**config.mk**
```make
export PLATFORM = sky130hd
export DESIGN_NAME = bdnm_ram
export DESIGN_NICKNAME = d
export VERILOG_FILES = /design/src/sv/bitmap_disk_neighbour_match_top_macros.svh /design/src/sv/bdnm_ram.sv
export SDC_FILE = /design/constraint.sdc
export NUM_CORES = 2
export LEC_CHECK = 0
export BUFFER_PORTS_ARGS = -buffer_cell sky130_fd_sc_hd__buf_2
export CAP_MARGIN = 20
export CORE_MARGIN = 3
export CORE_UTILIZATION = 50
export DETAILED_ROUTE_END_ITERATION = 7
export PLACE_DENSITY = 0.65
export SETUP_SLACK_MARGIN = 0.4
export SLEW_MARGIN = 5
export SYNTH_ARGS = -nofsm -noshare
export SYNTH_HDL_FRONTEND = slang
export SYNTH_SLANG_ARGS = --single-unit
```
**constraint.sdc**
```tcl
create_clock -name clk -period 3.7 [get_ports clk]
set_clock_uncertainty 0.1 [all_clocks]
set_input_delay 0.37 -clock clk [delete_from_list [all_inputs] [get_ports clk]]
set_output_delay 0.37 -clock clk [all_outputs]
set_load 0.02 [all_outputs]
```
**src/sv/bitmap_disk_neighbour_match_top_macros.svh**
```systemverilog
// ----------------------------------------------------------------------------
// Assertion macros for the disk neighbour match block
// Concurrent checks that vanish in synthesis builds.
// ----------------------------------------------------------------------------
`ifndef BITMAP_DISK_NEIGHBOUR_MATCH_TOP_MACROS_SVH
`define BITMAP_DISK_NEIGHBOUR_MATCH_TOP_MACROS_SVH

`ifndef SYNTHESIS
// Consequent must hold in the same cycle as the antecedent.
`define BDNM_ASSERT_SAME(label, clk, rst_n, ante, cons) \
	label: assert property (@(posedge clk) disable iff (!rst_n) (ante) |-> (cons)) \
		else $error("bdnm: same-cycle check failed");
// Consequent must hold in the cycle after the antecedent.
`define BDNM_ASSERT_NEXT(label, clk, rst_n, ante, cons) \
	label: assert property (@(posedge clk) disable iff (!rst_n) (ante) |=> (cons)) \
		else $error("bdnm: next-cycle check failed");
`else
`define BDNM_ASSERT_SAME(label, clk, rst_n, ante, cons)
`define BDNM_ASSERT_NEXT(label, clk, rst_n, ante, cons)
`endif

`endif

```
**src/sv/bdnm_ram.sv**
```systemverilog
// ----------------------------------------------------------------------------
// bdnm_ram
// Single-port RAM with registered read data.
// ----------------------------------------------------------------------------
module bdnm_ram #(
	parameter int WIDTH = 2,
	parameter int DEPTH = 1024
) (
	input  logic                                      clk,
	input  logic                                      we,
	input  logic [(DEPTH > 1 ? $clog2(DEPTH) : 1)-1:0] addr,
	input  logic [WIDTH-1:0]                          wdata,
	output logic [WIDTH-1:0]                          rdata
);

	logic [WIDTH-1:0] mem_q [DEPTH];

	always_ff @(posedge clk) begin
		if (we) begin
			mem_q[addr] <= wdata;
		end
		rdata <= mem_q[addr];
	end

endmodule

```
---- Word-level counts from Yosys, hierarchy flattened ----
Memories as Yosys holds them, arrays and structs flattened. A register that Yosys moved wholly into a read port is not among the register bits.
Cells that the tools add are included.
cells by class
  multiplexer cells ....................... 2
operator list
  kind               count
  1-bit two-way mux  2
storage, ports and cells
  logic and storage cells ................. 3
  output and inout bits ................... 2
  memory bits (writable) .................. 2048
  input bits .............................. 14
  memories ................................ 1
  register bits after elaboration ......... 0
memories
  name   depth  bits a word  rd ports  clocked after Yosys merged registers in  write ports  line            RTL
  mem_q  1024   2            1         1                                        1            bdnm_ram.sv:16  logic [WIDTH-1:0] mem_q [DEPTH];

---- Depth between registers and ports, before layout ----
  word-level depth ........................ 2
  mapped depth ............................ 13

---- Worst setup path after synthesis ----
No wires, ideal clock.
  kind .................................... input-to-reg
  start ................................... in addr[1] (netlist bit)
  end ..................................... mem mem_q[272][0], enable pin
  buffers on the path ..................... 7
  arrival ................................. 2.313 ns
  data required time ...................... 3.291 ns
  setup time .............................. 0.309 ns
  stages .................................. 10
  slack ................................... 0.978 ns
  path through ............................ buf_2 > buf_4 > buf_2 > buf_2 > buf_2 > buf_2 > nor3_2 > nand2_1 > clkbuf_1 > nor2_1
RTL lines
  element          line            RTL
  start, declared  bdnm_ram.sv:11  input logic [(DEPTH > 1 ? $clog2(DEPTH) : 1)-1:0] addr,
  end, declared    bdnm_ram.sv:16
Straight into the memory's write port.

==> flow_metrics.py <==
metrics = {
    "run": {
        "max_cap_violations": 0,
    },
    "floorplan": {
        "die_h_um": 414,
        "placementRows": 149,
        "die_area_mm2": 0.171,
        "ioPinCount": 16,
        "die_w_um": 414,
        "core-area_mm2": 0.165,
        "start_util_pct": 50.4,
    },
    "pwr": {
        "internal_power_w": 0.0380,
        "p_comb_share_pct": 4.9,
        "p_switching_w": 0.0105,
        "ir_worst_vdd_uv": 520,
        "p_sw_share_pct": 21.6,
        "pwr-share-seq_pct": 52.7,
        "p_leak_nw": 30.5,
        "powerDensity_mw_per_mm2": 513,
        "p_clk_share_pct": 42.4,
    },
    "detailed_routing": {
        "wl_per_cell_um": 30.7,
        "m1WireLength_um": 93100,
        "wirelength_um": 235000,
        "dr.pass1.iters": 8,
        "wl_met2_um": 111000,
        "drtIter0Drc": 6809,
        "met3_length_um": 24100,
        "vias": 48388,
        "highest_layer": "met4",
        "drc": 0,
        "viasPerCell": 6.31,
        "ant_nets": 0,
    },
    "logic_synthesis": {
        "synthAdderAreaFrac_pct": 0,
        "synth.distinct_cells": 55,
        "syn-cell-area_mm2": 0.0832,
        "ys_top_cells_by_area": "edfxtp_1 74%, mux2i_1 7.9%, mux4_2 5.2%",
        "synth-simple-area-share_pct": 6.87,
        "synth.area.mux_share_pct": 13.3,
        "synth_most_common_cell": "edfxtp_1",
        "synth-xor-area-share_pct": 0,
        "ys_seq_elements": 2050,
        "syn_nets": 5207,
        "synth_commonest_cells": "2048 x edfxtp_1, 1104 x nor2_1, 657 x mux2i_1",
        "synth_top_family_by_area": "multiplexers",
        "async_reset_ff_share_pct": 0,
        "synth_edf_count": 2048,
        "synth_compound_area_share_pct": 3.58,
        "yosys_warnings": 0,
        "ys.flop_type": "edfxtp_1",
        "syn_area_per_cell_um2": 16.0,
        "syn_inst": 5193,
        "synth.top_cell.area_share_pct": 73.9,
        "yosysTopAreaCell": "edfxtp_1",
        "ys_seq_area_share_pct": 74.0,
    },
    "clock_network": {
        "cts_resized": 0,
        "clkSinkCount": 2050,
        "ctsHtreeMaxLevel": 4,
        "cts_max_path_buffers": 3,
        "clk_latency_ns": 0.86,
        "cts_tree": "done",
        "root_buffer": "clkbuf_16",
        "cts_setup_buffers": 0,
        "cts_buffers": 204,
        "path_clk_slew_ns": 0.06,
    },
    "layout": {
        "final_cell_area_mm2": 0.0945,
        "nets": 5320,
        "area_growth_pct": 13.6,
        "drive_gt1_share_pct": 15.9,
    },
    "timing": {
        "worst_slack_ns": 0.598,
        "report.final.slew_viol_count": 0,
        "final.period_utilization_pct": 83.8,
        "hold_viol": 0,
        "whs_ns": 0.209,
        "min_period_ns": 3.10,
        "rsz0062_at_grt": "no",
        "worst_pin_slew_ns": 1.09,
        "relSlewSlack_pct": 27.6,
        "fmax_mhz": 322,
        "finalSetupViolCount": 0,
    },
    "global_routing": {
        "globalRouteTotalUtil_pct": 27.5,
        "grt_pass1_vias": 47708,
        "grt_overflow_total": 0,
        "grt_pass1_wl_um": 337000,
        "antenna_found_initial": 13,
        "grt_max_degree": 210,
    },
    "placement": {
        "placed_cell_area_mm2": 0.0879,
        "gp_congestion": 0.853,
        "numPortBuffers": 15,
        "pre_cts_ws_ns": -0.274,
        "hpwl_um": 142000,
    },
    "setup_path": {
        "arrival_ns": 3.73,
        "cp_max_fo": 25,
        "worstSetupPathType": "in -> reg",
        "reg2reg_slack_ns": 0.72,
        "cp-start-kind": "input port",
        "required_ns": 4.33,
        "worstSetupEndpointType": "flip-flop",
    },
    "run_status": {
        "status": "completed",
    },
    "hold_path": {
        "min_path_type": "in -> reg",
    },
}
metrics by stage:
step | total power (W) | std cells | TNS [ns] | util, %
5_1_grt | 0.0497 | 7663 | 0 | 57.2
4_1_cts | 0.0487 | 7661 | 0 | 57.2
3_3_place_gp | 0.0284 | 7287 | -0.271 | 53.2
2_1_floorplan | 0.0272 | 5193 | 0 | -
3_5_place_dp | 0.0284 | 7287 | -0.274 | 53.2
6_report | 0.0485 | 7665 | 0 | 57.2
area by class of cell:
cell class              count  area [um^2]
clock inverters           112         1300
flip-flops and latches   2050        61500
diodes                      4         10.0
multi-input cells        2715        20000
repair buffers            332         3650
inverters                   3         11.3
fillers                 12641        70600
clock buffers             260         5340
well taps                2189         2740
timing repair:
| item | 4_1_cts | 5_1_grt |
|---|---|---|
| endpoints found under the hold margin | 82 | 0 |
| hold buffers | 2 | 0 |
| endpoints found under the setup margin | 0 | 0 |
critical path: stages:
cell      delay, ns
buf_8          0.30
buf_12         0.27
buf_4          0.36
mux2i_1        0.38
o22ai_1        0.22
a211oi_1       0.30
nand3_1        0.10
a221oi_1       0.66
o211ai_1       0.26
or4_1          0.47
power by group through the flow:
stage / clock (W) / combinational [W] / sequential (W)
finish: 0.0206 / 0.00237 / 0.0256
floorplan: 0 / 0.00114 / 0.0261
global route: 0.0217 / 0.00246 / 0.0256
detailed placement: 0 / 0.00233 / 0.0261
global placement: 0 / 0.00232 / 0.0261
CTS: 0.0208 / 0.00234 / 0.0256
registers in the layout, summed over array words and instances, names as in the netlist:
| name | flops |
|---|---|
| rdata | 2 |
| mem_q | 2048 |
routing by layer:
layer | track usage [%] | vias to the layer above
met1 | 39.1 | 25017
met2 | 42.9 | 2703
met3 | 5.43 | 411
li1 | - | 20257
met4 | 9.06 | 0
met5 | 0 | -
final timing paths:
path                                 endpoint            from  cells past startpoint
worst min-delay path            mem_q[777][1]              we                      4
worst min register to register       rdata[1]  mem_q[1022][1]                      7
worst max-delay path                 rdata[1]         addr[1]                     10
worst max register to register       rdata[1]   mem_q[974][1]                      7
logic make-up (layout without fill, tap and decap cells):
logic type,after synthesis,after routing
flops,2050,2050
compound gates,459,459
buf+inv,428,707
mux,864,864
other cells,0,4
simple gates,1392,1392
layout by cell type (no fill, tap or decap), drive strengths merged, types with 4 or more instances in the layout:
| cell | netlist | final |
|---|---|---|
| a2111oi | 5 | 5 |
| a211oi | 25 | 25 |
| a22oi | 47 | 47 |
| a31oi | 8 | 8 |
| and2 | 6 | 6 |
| buf | 183 | 330 |
| bufinv | 0 | 20 |
| clkbuf | 242 | 260 |
| clkinv | 1 | 82 |
| diode | 0 | 4 |
| edfxtp | 2048 | 2048 |
| inv | 2 | 10 |
| mux2 | 16 | 16 |
| mux2i | 657 | 657 |
| mux4 | 191 | 191 |
| nand2 | 97 | 97 |
| nand2b | 5 | 5 |
| nand3 | 37 | 37 |
| nand3b | 5 | 5 |
| nand4 | 22 | 22 |
| nand4b | 6 | 6 |
| nand4bb | 5 | 5 |
| nor2 | 1104 | 1104 |
| nor2b | 7 | 7 |
| nor3 | 34 | 34 |
| nor3b | 4 | 4 |
| nor4 | 40 | 40 |
| o2111ai | 21 | 21 |
| o211ai | 5 | 5 |
| o21ai | 74 | 74 |
| o22ai | 260 | 260 |
| or4b | 4 | 4 |
Note: power is estimated with default switching activity, not from simulation.
