<file path="src/sv/bitmap_disk_neighbour_match_top_macros.svh">
// ----------------------------------------------------------------------------
// Assertion macros for the disk neighbour match block
// Concurrent checks that vanish in synthesis builds.
// ----------------------------------------------------------------------------
`ifndef BITMAP_DISK_NEIGHBOUR_MATCH_TOP_MACROS_SVH
`define BITMAP_DISK_NEIGHBOUR_MATCH_TOP_MACROS_SVH

`ifndef SYNTHESIS
// Consequent must hold in the same cycle as the antecedent.
`define BDNM_ASSERT_SAME(label, clk, rst_n, ante, cons) \
	label: assert property (@(posedge clk) disable iff (!rst_n) (ante) |-> (cons)) \
		else $error("bdnm: same-cycle check failed");
// Consequent must hold in the cycle after the antecedent.
`define BDNM_ASSERT_NEXT(label, clk, rst_n, ante, cons) \
	label: assert property (@(posedge clk) disable iff (!rst_n) (ante) |=> (cons)) \
		else $error("bdnm: next-cycle check failed");
`else
`define BDNM_ASSERT_SAME(label, clk, rst_n, ante, cons)
`define BDNM_ASSERT_NEXT(label, clk, rst_n, ante, cons)
`endif

`endif

</file>
<file path="src/sv/bdnm_pkg.sv">
// ----------------------------------------------------------------------------
// bdnm_pkg
// Types, codes and the sequencer program of the disk neighbour match block.
// ----------------------------------------------------------------------------
package bdnm_pkg;

	localparam int BDNM_MAX_WIDTH  = 512;
	localparam int BDNM_MAX_HEIGHT = 512;
	localparam int BDNM_MAX_RADIUS = 16;

	localparam int ROW_W      = 9;
	localparam int COL_W      = 9;
	localparam int DIM_W      = 10;
	localparam int RSQ_W      = 9;
	localparam int CFG_IDX_W  = 2;
	localparam int CFG_DATA_W = 10;

	localparam logic [DIM_W-1:0] WIDTH_RESET  = 10'd512;
	localparam logic [DIM_W-1:0] HEIGHT_RESET = 10'd512;
	localparam logic [RSQ_W-1:0] RSQ_RESET    = 9'd4;

	// pixel word in the image RAM
	localparam int PIX_B = 0;
	localparam int PIX_A = 1;
	localparam int PIX_W = 2;

	typedef enum logic {
		OP_WRITE = 1'b0,
		OP_QUERY = 1'b1
	} opcode_t;

	typedef enum logic [CFG_IDX_W-1:0] {
		CFG_WIDTH     = 2'd0,
		CFG_HEIGHT    = 2'd1,
		CFG_RADIUS_SQ = 2'd2
	} cfg_idx_t;

	typedef struct packed {
		logic             opcode;
		logic [ROW_W-1:0] row;
		logic [COL_W-1:0] col;
		logic             bit_a;
		logic             bit_b;
	} in_t;

	typedef struct packed {
		logic match_a;
		logic match_b;
	} out_t;

	typedef enum logic [2:0] {
		ST_IDLE   = 3'd0,
		ST_DECODE = 3'd1,
		ST_CENTER = 3'd2,
		ST_LATCH  = 3'd3,
		ST_SCAN   = 3'd4,
		ST_DRAIN  = 3'd5,
		ST_EMIT   = 3'd6,
		ST_WRITE  = 3'd7
	} step_t;

	typedef enum logic [2:0] {
		J_NEXT      = 3'd0,
		J_ALWAYS    = 3'd1,
		J_NO_START  = 3'd2,
		J_IS_WRITE  = 3'd3,
		J_SCAN_MORE = 3'd4
	} jcond_t;

	typedef struct packed {
		logic   idle;
		logic   ram_we;
		logic   rd_center;
		logic   latch_center;
		logic   scan;
		logic   acc_en;
		logic   emit;
		jcond_t cond;
		step_t  target;
	} ctrl_t;

	typedef struct packed {
		logic start;
		logic is_write;
		logic scan_more;
	} cond_t;

	// one control word per step
	function automatic ctrl_t ucode(step_t s);
		ctrl_t c;
		c = '0;
		c.cond = J_NEXT;
		c.target = ST_IDLE;
		case (s)
			ST_IDLE: begin
				c.idle = 1'b1;
				c.cond = J_NO_START;
				c.target = ST_IDLE;
			end
			ST_DECODE: begin
				c.cond = J_IS_WRITE;
				c.target = ST_WRITE;
			end
			ST_CENTER: begin
				c.rd_center = 1'b1;
			end
			ST_LATCH: begin
				c.latch_center = 1'b1;
			end
			ST_SCAN: begin
				c.scan = 1'b1;
				c.acc_en = 1'b1;
				c.cond = J_SCAN_MORE;
				c.target = ST_SCAN;
			end
			ST_DRAIN: begin
				c.acc_en = 1'b1;
			end
			ST_EMIT: begin
				c.emit = 1'b1;
				c.cond = J_ALWAYS;
				c.target = ST_IDLE;
			end
			ST_WRITE: begin
				c.ram_we = 1'b1;
				c.cond = J_ALWAYS;
				c.target = ST_IDLE;
			end
			default: begin
				c.cond = J_ALWAYS;
				c.target = ST_IDLE;
			end
		endcase
		return c;
	endfunction

endpackage

</file>
<file path="src/sv/bdnm_seq.sv">
// ----------------------------------------------------------------------------
// bdnm_seq
// Step counter and program table; emits one control word per cycle.
// ----------------------------------------------------------------------------
module bdnm_seq
	import bdnm_pkg::*;
(
	input  logic  clk,
	input  logic  arst_n,
	input  cond_t cond,
	output ctrl_t ctrl
);

	step_t step_q;
	step_t step_d;
	logic  take;

	assign ctrl = ucode(step_q);

	always_comb begin
		case (ctrl.cond)
			J_NEXT:      take = 1'b0;
			J_ALWAYS:    take = 1'b1;
			J_NO_START:  take = !cond.start;
			J_IS_WRITE:  take = cond.is_write;
			J_SCAN_MORE: take = cond.scan_more;
			default:     take = 1'b1;
		endcase
		step_d = take ? ctrl.target : step_t'(step_q + 3'd1);
	end

	always_ff @(posedge clk or negedge arst_n) begin
		if (!arst_n) begin
			step_q <= ST_IDLE;
		end else begin
			step_q <= step_d;
		end
	end

endmodule

</file>
<file path="config.mk">
export PLATFORM = sky130hd
export DESIGN_NAME = bdnm_seq
export DESIGN_NICKNAME = d
export VERILOG_FILES = /design/src/sv/bitmap_disk_neighbour_match_top_macros.svh /design/src/sv/bdnm_pkg.sv /design/src/sv/bdnm_seq.sv
export SDC_FILE = /design/constraint.sdc
export NUM_CORES = 1
export LEC_CHECK = 0
export ABC_CLOCK_PERIOD_IN_PS = 2900
export BUFFER_PORTS_ARGS = -buffer_cell sky130_fd_sc_hd__buf_2
export CAP_MARGIN = 5
export CORE_AREA = 8 8 45 47
export DETAILED_ROUTE_END_ITERATION = 16
export DIE_AREA = 0 0 53 55
export PLACE_DENSITY = 0.51
export SETUP_SLACK_MARGIN = 0.02
export SLEW_MARGIN = 20
export SYNTH_ARGS = -nofsm -noshare
export SYNTH_HDL_FRONTEND = slang
export SYNTH_SLANG_ARGS = --single-unit
</file>
<file path="constraint.sdc">
create_clock -name clk -period 2.9 [get_ports clk]
set_input_delay 0.145 -clock clk [delete_from_list [all_inputs] [get_ports clk]]
set_output_delay 0.145 -clock clk [all_outputs]
set_load 0.02 [all_outputs]
</file>
; ---- Word-level counts from Yosys, hierarchy flattened
; Cells that the tools add are included.
[totals]
register_bits = 3
inputBits = 5
output_inout_bits = 13
[op_classes]
n_addsub = 1
n_eq_ne = 10
mux = 10
n_reduce_logical = 5
[op_table]
columns = cell, n
row1 = one-hot mux 6 bit (4 select lines), 1
row2 = equality test 3 bit (second input constant), 5
row3 = equality test 3 x 2 -> 1 bit (second input constant), 4
row4 = two-way mux 1 bit, 7
row5 = logical NOT 3 bit, 2
row6 = one-hot mux 1 bit (4 select lines), 1
row7 = OR reduction 2 bit, 2
row8 = adder 3 x 1 -> 3 bit (second input constant), 1
row9 = equality test 3 x 1 -> 1 bit (second input constant), 1
row10 = two-way mux 3 bit, 1
row11 = logical NOT 1 bit, 1

; ---- Longest topological paths before layout
; Gate-level depths: netlist (run 1).
[depth]
word_depth = 6
mapped_depth = 6
ltp_nobuf = 6

; ---- Worst setup path before layout (run 1)
; No wires, ideal clock.
[synth_timing]
path_type = reg2reg
from = reg step_q[1]
to = reg step_q[1]
arrival_ns = 1.748
required_time_ns = 2.775
path_slack_ns = 1.027
path_stages_with_launch = 7
path_buffers = 0
synth_period_minus_slack_ns = 1.873
path_cell_list = dfrtp_1 > inv_1 > ha_1 > nor2b_1 > nor3_2 > o32ai_4 > mux2_4
[synth_via]
elab_chain_len = 6
[synth_lines]
columns = item, line
row1 = "start, declared", bdnm_seq.sv:14  ; step_t step_q;
row2 = "start signal, assigned", bdnm_seq.sv:36  ; step_q <= step_d;
row3 = equality test 3 bit, bdnm_pkg.sv:94  ; case (s)
row4 = OR reduction 2 bit (no source line), -
row5 = one-hot mux 6 bit (4 select lines), bdnm_pkg.sv:94
row6 = "equality test 3 bit, or another cell as far along", bdnm_seq.sv:21  ; case (ctrl.cond)
row7 = one-hot mux 1 bit (4 select lines), bdnm_seq.sv:21
row8 = two-way mux 3 bit (*), bdnm_seq.sv:29  ; step_d = take ? ctrl.target : step_t'(step_q + 3'd1);
row9 = net step_d[1], bdnm_seq.sv:15  ; step_t step_d;
; The timed path passes the listed nets; every way through them passes the cells marked *.

; ---- Worst setup path in the final report (run 1)
[layout_timing]
from = reg step_q[0]
to = reg step_q[1]
; The elaborated chain is that of the path after synthesis.

==> results of run 1 <==
-- layer usage --
metal	track usage [%]	wire length, microns
met2	10.2	349
met4	5.17	16
met1	6.41	330
met3	2.41	116
met5	0	0
-- cell type report --
| type | instances | area [sq um] |
|---|---|---|
| repair buffers | 19 | 103 |
| inverters | 7 | 26.3 |
| clock buffers | 4 | 26.3 |
| fillers | 148 | 921 |
| well taps | 16 | 20.0 |
| flip-flops and latches | 3 | 75.1 |
| multi-input cells | 23 | 213 |
-- where the power goes --
| part | internal (uW) | switching, uW |
|---|---|---|
| Combinational | 209 | 304 |
| Sequential | 66.1 | 29.0 |
| Clock | 51.6 | 22.5 |
-- cell families after synthesis --
| family | synth area share, % |
|---|---|
| simple gates | 17.6 |
| buf+inv | 15.4 |
| fa+ha+maj | 22.1 |
| compound gates | 12.5 |
| mux | 10.3 |
| flops | 22.1 |
-- worst max path at each step --
| stage | start | endpoint | depth (start not counted) |
|---|---|---|---|
| 4_1_cts | step_q[0] | ctrl[3] | 5 |
| 2_1_floorplan | step_q[1] | step_q[1] | 6 |
| 3_5_place_dp | step_q[0] | step_q[1] | 5 |
| 5_1_grt | step_q[0] | ctrl[3] | 5 |
| 3_3_place_gp | step_q[0] | step_q[1] | 5 |
| 6_report | step_q[0] | step_q[1] | 5 |
-- critical path: stages, from the launching register on --
cell and delay (ns):
dfrtp_1 0.41, ha_1 0.24, ha_1 0.25, nor3_2 0.31
o32ai_4 0.16, mux2_4 0.32
-- per-stage QoR --
step	hold WS [ns]	cells	util, %
2_1_floorplan	-0.151	36	-
3_3_place_gp	-0.0560	67	30.8
3_5_place_dp	-0.0576	67	30.8
4_1_cts	0.223	72	33.5
5_1_grt	0.231	72	33.5
6_report	0.227	72	33.5
-- cell usage after synthesis (all sizes together) --
master  instances
inv             7
ha              6
nor2            5
buf             3
dfrtp           3
mux2i           2
nor3            2
and2            1
and2b           1
mux2            1
nand2           1
nor2b           1
o21ai           1
o32a            1
o32ai           1
==> metrics.txt, run 1 <==
Fin Setup TNS=0 ns; Worst Skew=0.00479 ns; synth warn=0; Top Ports=18; r2r setup slk=1.09 ns; synthesized cell area=340 sq um; post-detailed-route count of antenna-violating nets=0; Max-Cap Viols=0; reg2reg path depth=5; max reg flops=3; Syn Inst Count=36; Synth Register Bits=3; final setup fails=0; CTS sink count=3; # hold bufs at CTS=1; DR WL/cell=11.3 microns; layout net count=roughly 70; crit path max fanout=4; row count=14; CTS tree=built; Crit. End Element=register; HPWL Detailed=~700 microns; syn_area_per_cell=9.45 sq um; Mapped Nets=47; Total Wirelength=between 800 and 900 microns; period utilization=a little over three fifths; Initial Util=24.6%; die area=0.00292 sq mm; gpl congestion=0.717; worst slack, placed=1.10 ns; Netlist cell types=17; GRT Residual Overflow=0; # DRC=0; CTS Buf Count=3; Crit Reg-Reg Startpoint=step_q[0]; post-synthesis sequential area ratio=between 20 and 25%; crit path launch type=register; Design Area, Final=463 sq um; die width=53 microns; Ant. Diodes=0; initial antenna violation count=0; global-route wire length before repair=1350 microns; WP data arrival=1.92 ns; chip height=55 microns; Clk pin slew, worst setup/hold paths=0.04 ns; Skew-Pair Late Insertion Delay=0.23 ns; drt via density=4.10; htree depth=1; top cell type by total area after synthesis=dfrtp_1; PD cells=~1500 mW/mm^2; vias in the first global route=about 320; worst relative slew slack=77.7%; Worst VDD drop=0.383 mV; Final Slew Violations=0; CTS Buffer Depth=2; CTS Root Cell=clkbuf_4; Hold Path Class=input port to asynchronous set/reset pin; PortBufs=17; commonest non-fill, non-tap cell in the layout=buf_2; Reg-to-Reg End=step_q[1]; DRT iter0 DRCs=4; total power=682 uW; largest net degree at the start of global routing=11; Final Worst Setup Slack=between 1 and 1.5 ns; Via Count=295; layout cell share with drive strength beyond 1=46.4%; top-area cell type share of the netlist area=22.1%; Tot GR Track Use=6.29%; P&R area growth vs syn=36.0%; Period minus WS final=1.81 ns; Fin. Hold Viols=0; leakage power=0.000276 uW; Worst Tran Pin Value=~0.33 ns; commonest cells after routing, fill and taps aside=17 x buf_2, 7 x inv_1, 6 x ha_1; RSZ-0062 raised after global routing=no; Fmax=about 550 MHz; core area=0.00138 sq mm; DP Area=around 430 sq um; critical path class=register to register; outcome=completed; Initial DRT Pass Iterations=2; post-cts sizing count=0; Biggest register=step_q; Largest regs=step_q x3; data required time of the worst path=3.01 ns; Post-CTS Setup Bufs=0; top cells by area, synth=dfrtp_1 22%, ha_1 22%, o32ai_4 8.1%
(Power assumes the default switching activity.)
==> run 2: changes to the inputs <==
--- a/config.mk
+++ b/config.mk
@@ -5,7 +5,7 @@
 export SDC_FILE = /design/constraint.sdc
 export NUM_CORES = 1
 export LEC_CHECK = 0
-export ABC_CLOCK_PERIOD_IN_PS = 2900
+export ABC_CLOCK_PERIOD_IN_PS = 1700
 export BUFFER_PORTS_ARGS = -buffer_cell sky130_fd_sc_hd__buf_2
 export CAP_MARGIN = 5
 export CORE_AREA = 8 8 45 47
==> constraint.sdc (replaced) <==
create_clock -name clk -period 1.7 [get_ports clk]
set_input_delay 0.085 -clock clk [delete_from_list [all_inputs] [get_ports clk]]
set_output_delay 0.085 -clock clk [all_outputs]
set_load 0.02 [all_outputs]
==> metrics.txt, run 2 (synthesis gave the netlist of run 1 again) <==
Final Slew Violations=0; Ant. Diodes=0; die width=53 microns; post-detailed-route count of antenna-violating nets=0; Biggest register=step_q; outcome=completed; row count=14; max reg flops=3; P&R area growth vs syn=54.0%; GRT Residual Overflow=0; grt met1 use=5.79%; initial antenna violation count=0; Hold Path Class=input port to asynchronous set/reset pin; commonest cells after routing, fill and taps aside=17 x buf_2, 5 x inv_1, 4 x nor2_1; core area=0.00138 sq mm; DR WL/cell=11.4 microns; drt via density=4.01; Reg area=76.3 sq um; Clk pin slew, worst setup/hold paths=0.04 ns; worst relative slew slack=approximately 78%; Max-Cap Viols=0; DRT iter0 DRCs=1; Fin. Hold Viols=0; RSZ-0062 raised after global routing=yes; Worst Tran Pin Value=between 0.3 and 0.4 ns; Via Count=297; # DRC=0; data required time of the worst path=about 1.8 ns; PortBufs=17; reg2reg path depth=5; hold_ws=0.172 ns; r2r setup slk=0.07 ns; Tot GR Track Use=roughly 6.1%; Period minus WS final=1.63 ns; commonest non-fill, non-tap cell in the layout=buf_2; Non-Filler Instances=74; Largest regs=step_q x3; critical path class=register to register; htree depth=1; final setup fails=0; chip height=~55 microns; largest net degree at the start of global routing=11; crit path max fanout=3; global-route wire length before repair=about 1300 microns; vias in the first global route=309; layout cell share with drive strength beyond 1=63.8%; met3 Track Usage GR=between 2 and 3%; CTS sink count=3; die area=0.00292 sq mm; Reg-to-Reg End=step_q[1]; multi-input logic area=258 sq um; layout net count=70; crit path launch type=register; Fmax=between 600 and 700 MHz; gpl congestion=0.741; Layout fillers=150; period utilization=between 90% and 100%; Top Ports=18; Crit. End Element=register; Post-Place Cells=68; CTS tree=built; CTS Root Cell=clkbuf_4; Most Crowded Layer GR=met2; WP data arrival=1.74 ns; Initial Util=24.6%; Total Wirelength=841 microns; CTS Buffer Depth=2; Skew-Pair Late Insertion Delay=0.23 ns; Worst Skew=0.00172 ns; GR Util met2=approximately 10%; Initial DRT Pass Iterations=2; Crit Reg-Reg Startpoint=step_q[1]; CTS Buf Count=3; HPWL Detailed=720 microns
-- run 2: area by class of cell --
| cell class | count | share of cell area, % |
|---|---|---|
| Timing Repair Buffer | 21 | 22.4 |
| Clock buffer | 4 | 5.01 |
| Multi-Input combinational cell | 23 | 49.2 |
| Tap cell | 16 | 3.82 |
| Inverter | 7 | 5.01 |
| Sequential cell | 3 | 14.6 |
-- run 2: worst max path at each step --
stage / from / slack, ns / endpoint / cells past startpoint
after floorplan: step_q[0] / 0.02 / step_q[1] / 4
after global placement: step_q[1] / -0.02 / step_q[1] / 5
after detailed placement: step_q[1] / -0.03 / step_q[1] / 5
after CTS: step_q[0] / 0.007 / step_q[1] / 4
after global routing: step_q[1] / 0.003 / step_q[0] / 6
final: step_q[1] / 0.07 / step_q[1] / 5
-- run 2: timing repair --
| action | CTS | global route |
|---|---|---|
| buffers inserted | 1 | 0 |
| pin swaps | 4 | 2 |
| setup endpoints to repair | 5 | 5 |
| gates resized for setup | 4 | 6 |
| hold endpoints to repair | 3 | 0 |
| hold buffers | 1 | 0 |
-- run 2: layer usage --
layer | vias up | wire [microns]
met5 | - | 0
met4 | 0 | 0
met3 | 0 | 141
met2 | 14 | 389
met1 | 124 | 310
li1 | 159 | -
-- run 2: worst max-delay path, cell delays in order, from the launching register on --
cell,delay (ns)
dfrtp_1,0.37
inv_2,0.07
ha_4,0.16
o32a_1,0.33
o32ai_4,0.25
mux2_4,0.33
-- run 2: stage by stage --
stage / cell area [sq um] / setup WS (ns) / utilization, % / TNS [ns]
floorplan: 352 / 0.0210 / - / 0
global placement: 445 / -0.0181 / 32.2 / -0.0312
detailed placement: 445 / -0.0319 / 32.2 / -0.0534
CTS: 504 / 0.00719 / 36.4 / 0
global route: 524 / 0.00323 / 37.9 / 0
finish: 524 / 0.0713 / 37.9 / 0
Power of run 2 is not shown: default switching activity piles up to over one toggle a cycle in this logic, so the estimate is an artifact.
